`src/rtl/estm_pkg.sv`:
```
`timescale 1ns / 1ps
// ----------------------------------------------------------------------------
// Transform builder package
// Shared types, constants and fixed-point helpers of the transform builder.
// ----------------------------------------------------------------------------
package estm_pkg;

   // Number of CORDIC iterations and the size of the arctangent table.
   localparam int CORDIC_STEPS = 16;
   localparam int TAB_LEN      = 24;
   localparam int NSTEP        = (CORDIC_STEPS < TAB_LEN) ? CORDIC_STEPS : TAB_LEN;
   // Three merge stages follow the CORDIC stages.
   localparam int LAT          = NSTEP + 3;

   // Internal datapath word: signed Q3.30.
   localparam int CW = 34;
   localparam logic signed [CW-1:0] GAIN_Q30 = 34'sd652032874;

   typedef struct packed {
      logic signed [15:0] angle_x;
      logic signed [15:0] angle_y;
      logic signed [15:0] angle_z;
      logic signed [23:0] scale_x;
      logic signed [23:0] scale_y;
      logic signed [23:0] scale_z;
      logic signed [31:0] shift_x;
      logic signed [31:0] shift_y;
      logic signed [31:0] shift_z;
   } req_data_type;

   typedef struct packed {
      logic signed [31:0] m00;
      logic signed [31:0] m01;
      logic signed [31:0] m02;
      logic signed [31:0] m03;
      logic signed [31:0] m10;
      logic signed [31:0] m11;
      logic signed [31:0] m12;
      logic signed [31:0] m13;
      logic signed [31:0] m20;
      logic signed [31:0] m21;
      logic signed [31:0] m22;
      logic signed [31:0] m23;
   } rsp_data_type;

   // Arctangent of 2^-i as a 32-bit binary angle.
   function automatic logic signed [CW-1:0] atan_q30(input logic [4:0] idx);
      logic signed [CW-1:0] v;
      case (idx)
         5'd0:  v = 34'sd536870912;
         5'd1:  v = 34'sd316933406;
         5'd2:  v = 34'sd167458907;
         5'd3:  v = 34'sd85004756;
         5'd4:  v = 34'sd42667331;
         5'd5:  v = 34'sd21354465;
         5'd6:  v = 34'sd10679838;
         5'd7:  v = 34'sd5340245;
         5'd8:  v = 34'sd2670163;
         5'd9:  v = 34'sd1335087;
         5'd10: v = 34'sd667544;
         5'd11: v = 34'sd333772;
         5'd12: v = 34'sd166886;
         5'd13: v = 34'sd83443;
         5'd14: v = 34'sd41722;
         5'd15: v = 34'sd20861;
         5'd16: v = 34'sd10430;
         5'd17: v = 34'sd5215;
         5'd18: v = 34'sd2608;
         5'd19: v = 34'sd1304;
         5'd20: v = 34'sd652;
         5'd21: v = 34'sd326;
         5'd22: v = 34'sd163;
         5'd23: v = 34'sd81;
         default: v = '0;
      endcase
      return v;
   endfunction

   // Product of two Q30 values, rounded half up back to Q30.
   function automatic logic signed [CW-1:0] mul30(input logic signed [CW-1:0] a,
                                                  input logic signed [CW-1:0] b);
      logic signed [2*CW-1:0] p;
      p = a * b + (68'sd1 <<< 29);
      return p[CW+29:30];
   endfunction

endpackage

```
`src/rtl/estm_cordic_lane.sv`:
```
`timescale 1ns / 1ps
// ----------------------------------------------------------------------------
// CORDIC lane
// Pipelined rotation-mode CORDIC, one iteration per stage, giving cos and sin.
// ----------------------------------------------------------------------------
module estm_cordic_lane (
   input  logic                              clock,
   input  logic                              adv,
   input  logic signed [15:0]                angle,
   output logic signed [estm_pkg::CW-1:0]    cos_val,
   output logic signed [estm_pkg::CW-1:0]    sin_val
);
   import estm_pkg::*;

   logic signed [CW-1:0] st_x [0:NSTEP];
   logic signed [CW-1:0] st_y [0:NSTEP];
   logic signed [CW-1:0] st_z [0:NSTEP];
   logic                 st_n [0:NSTEP];
   logic signed [CW-1:0] x_ff [0:NSTEP-1];
   logic signed [CW-1:0] y_ff [0:NSTEP-1];
   logic signed [CW-1:0] z_ff [0:NSTEP-1];
   logic                 n_ff [0:NSTEP-1];
   logic [1:0]           quad;

   // Quadrant fold: the second and third quadrants move by a half turn.
   assign quad    = angle[15:14];
   assign st_n[0] = (quad == 2'b01) || (quad == 2'b10);
   assign st_x[0] = GAIN_Q30;
   assign st_y[0] = '0;
   assign st_z[0] = CW'({st_n[0] ^ angle[15], angle[14:0], 16'b0}) -
                    (CW'(st_n[0] ^ angle[15]) <<< 32);

   // One micro-rotation per stage.
   for (genvar k = 0; k < NSTEP; k++) begin : g_stage
      always_ff @(posedge clock) begin
         if (adv) begin
            n_ff[k] <= st_n[k];
            if (st_z[k] >= 0) begin
               x_ff[k] <= st_x[k] - (st_y[k] >>> k);
               y_ff[k] <= st_y[k] + (st_x[k] >>> k);
               z_ff[k] <= st_z[k] - atan_q30(5'(k));
            end else begin
               x_ff[k] <= st_x[k] + (st_y[k] >>> k);
               y_ff[k] <= st_y[k] - (st_x[k] >>> k);
               z_ff[k] <= st_z[k] + atan_q30(5'(k));
            end
         end
      end
      assign st_x[k+1] = x_ff[k];
      assign st_y[k+1] = y_ff[k];
      assign st_z[k+1] = z_ff[k];
      assign st_n[k+1] = n_ff[k];
   end

   // Undo the fold by negating both results.
   assign cos_val = st_n[NSTEP] ? -st_x[NSTEP] : st_x[NSTEP];
   assign sin_val = st_n[NSTEP] ? -st_y[NSTEP] : st_y[NSTEP];

endmodule

```
`config.mk`:
```
export PLATFORM = sky130hd
export DESIGN_NAME = estm_cordic_lane
export DESIGN_NICKNAME = d
export VERILOG_FILES = /design/src/rtl/estm_pkg.sv /design/src/rtl/estm_cordic_lane.sv
export SDC_FILE = /design/constraint.sdc
export NUM_CORES = 2
export LEC_CHECK = 0
export BUFFER_PORTS_ARGS = -buffer_cell sky130_fd_sc_hd__buf_2
export CAP_MARGIN = 20
export CELL_PAD_IN_SITES_DETAIL_PLACEMENT = 1
export CELL_PAD_IN_SITES_GLOBAL_PLACEMENT = 1
export CORE_UTILIZATION = 52
export CTS_CLUSTER_SIZE = 12
export DETAILED_ROUTE_END_ITERATION = 10
export GPL_TIMING_DRIVEN = 1
export PLACE_DENSITY = 0.93
export SKIP_CTS_REPAIR_TIMING = 1
export SLEW_MARGIN = 15
export SYNTH_ARGS = -nofsm -noshare
export SYNTH_HDL_FRONTEND = slang
export SYNTH_SLANG_ARGS = --single-unit
export TNS_END_PERCENT = 10
```
`constraint.sdc`:
```
create_clock -name clock -period 8 [get_ports clock]
set_input_delay 1.6 -clock clock [delete_from_list [all_inputs] [get_ports clock]]
set_output_delay 1.6 -clock clock [all_outputs]
set_load 0.02 [all_outputs]
```
==> summary.txt <==
Status
  – Status: complete, no violations

Global route
  – Initial antenna violation count: 9
  – Number of global-route vias before repair: 118,000
  – Largest net degree at the start of global routing: 185
  – Total grt overflow: 0
  – First-pass GRT wire length: 678,000 microns
  – GRT Total Usage: 0.359

Final layout
  – Area delta synth->final: 7.89%
  – Commonest cells after routing, fill and taps aside: 1,445 x edfxtp_1, 1,377 x ha_1, 1,277 x xnor2_1, 1,239 x a21oi_1, 1,014 x nor2_1
  – Share of cells above drive strength 1: 0.0430
  – Final core utilization: 0.564
  – Fill cells: 25,800
  – Most common cell after layout, fill and taps aside: edfxtp_1
  – Layout Nets: 14,200

Placement
  – Pre-CTS WS: 951 ps
  – Hpwl dp: 306,000 microns
  – GP Congestion: 1.02
  – PortBufs: 85

Setup path
  – Family with the most delay on the worst path: compound AO/OA/AOI/OAI gates
  – CP Capture Type: flip-flop
  – Critical path class: input pin to flip-flop
  – Slowest cell on crit path: buf_4
  – Critical-path cell list: buf_12 > buf_4 > nand2_1 > clkinv_1 > buf_4 > a21oi_1 > xnor2_1 > ha_1 > nand3_1 > o221ai_1 > a21oi_1 > o21ai_0 > a41oi_1 > o31ai_1 > a21oi_1 > o21ai_0 > o41ai_1 > o21ai_0 > xnor2_1
  – WP data arrival: 7200 ps
  – Crit start category: input pin
  – Crit path max fanout: 51
  – Worst endpoint required time: 8610 ps
  – Buf/Inv on CP: 4
  – Critical Path Max Stage Delay: 540 ps

STA
  – Final Hold Fails: 0
  – Worst Hold Slack: 428 ps
  – Final Cycle Share: 0.823
  – Final TNS setup: 0 ps
  – RSZ-0062 raised after global routing: no
  – Setup violations, final: 0
  – Worst Skew: 64.3 ps
  – Slew headroom: 0.160
  – Fin crit period: 6590 ps
  – Final setup margin: 1410 ps
  – Max Slew Vio Count: 0
  – Max Clk Rate: 152 MHz
  – Tightest Pin Transition: 1250 ps

Synthesis
  – Synth area leader: edfxtp_1
  – EDFF count, synth: 1,445
  – Async set or reset register ratio after synthesis: 0
  – Syn_area_per_cell: 9.62 sq um
  – Cell Area, Synth: 122,000 sq um
  – Post-synthesis cell type count: 96
  – Seq/Total Area, Yosys: 0.356
  – Top_reg_cell synth: edfxtp_1
  – Synth top area cells: edfxtp_1 36%, ha_1 14%, xnor2_1 9.2%
  – Net Count, Synth: 14,100
  – Syn. warnings: 0
  – Post-Synthesis Cells: 12,700
  – Post-synth top area share: 0.356
  – Yosys reg bits: 1,445

Routing
  – Via count: 109,000
  – Total wire length: 436,000 microns
  – Post-DRT Antenna Nets: 0
  – DR iter-0 viols: 9,984
  – Initial DRT Pass Iterations: 6
  – DRC violations left: 0
  – Detailed-route wire length per cell: 27.2 microns
  – Vias per cell: 6.82

Floorplanning
  – Ports: 86
  – Vert. Die Dim: 486 microns
  – Die W: 486 microns
  – Die area: 236,000 sq um
  – # rows: 177
  – Initial core utilization: 0.523
  – Core ar.: 233,000 sq um

Clock tree
  – CTS tree: done
  – # clock sinks: 1,445
  – Clk_lat worst skew: 890 ps
  – Clk slew on worst S/H paths: 60 ps
  – CTS root buf: clkbuf_16
  – CTS HTree Levels: 4
  – Max clock buf depth: 3
  – Total CTS buffers: 169

Flow run
  – Max Cap Viol: 0

Worst hold path
  – Type of the worst min-delay path: flip-flop to flip-flop
[path summary, 6_finish.rpt]
kind              slack (ps)             startpoint                     end  depth (start not counted)
setup / recovery        1410                    adv  y_ff[0][135]$_DFFE_PP_                         19
hold / removal           430  z_ff[1][35]$_DFFE_PP_   z_ff[1][69]$_DFFE_PP_                          0
setup reg to reg        1550  x_ff[0][71]$_DFFE_PP_  y_ff[0][135]$_DFFE_PP_                         17
hold reg to reg          430  z_ff[1][35]$_DFFE_PP_   z_ff[1][69]$_DFFE_PP_                          0
[metrics by stage]
step	instances	instance area [sq um]
finish	16100	131000
floorplan	12700	122000
CTS	16000	131000
detailed placement	15700	126000
global placement	15700	126000
global route	16100	131000
[worst reg2reg max path: stages, from the launching register on]
cell and delay, ps:
edfxtp_1 510, nor3_1 530, nor4bb_1 990, nand2_1 370
o41ai_1 510, xor2_1 250, ha_1 330, inv_1 150
o21bai_1 100, a21oi_1 210, o21ai_0 120, a41oi_1 440
o31ai_1 200, a21oi_1 330, o21ai_0 280, o41ai_1 500
o21ai_0 200, xnor2_1 160
[per-layer routing]
| metal | share of wire | GRT usage |
|---|---|---|
| met1 | 0.35 | 0.372 |
| met2 | 0.49 | 0.631 |
| met3 | 0.072 | 0.0728 |
| met4 | 0.090 | 0.287 |
| met5 | 0.00019 | 0 |
[flip-flops by register name (all words and copies together), names as in the netlist]
register and cells:
z_ff 434, y_ff 511, x_ff 484, n_ff 16
[area by class of cell]
class	instances	area, sq um	share of cell area
multi-input combinational	10500	75700	0.576
timing repair buffer	161	1060	0.00811
antenna	2	5.00	0.0000381
inverter	512	1920	0.0146
clock inverter	106	956	0.00728
tap	3132	3920	0.0298
clock buffer	195	4390	0.0334
sequential	1445	43400	0.330
[cells in the mapped netlist (all sizes together) (89+ instances only)]
library cell     n
a21oi         1241
nand3          224
o21a           225
a211oi         119
ha            1377
inv            506
a31oi          102
xnor2         1277
xor2           628
nor3           347
o31ai          141
nand4           96
nand2          727
a21o           545
o21ai          717
o21bai         152
nand2b         212
or3             89
nor2b          167
clkbuf         171
edfxtp        1445
nor2          1014
[kinds of logic after synthesis]
logic type	after synthesis	share of synthesized area
fa+ha+maj	1419	0.148
xor+xnor	1905	0.137
flops	1445	0.356
buf+inv	713	0.0220
simple gates	3304	0.131
mux	89	0.00766
compound gates	3781	0.198
Power is not shown: default switching activity piles up to over one toggle a cycle in this logic, so the estimate is an artifact.
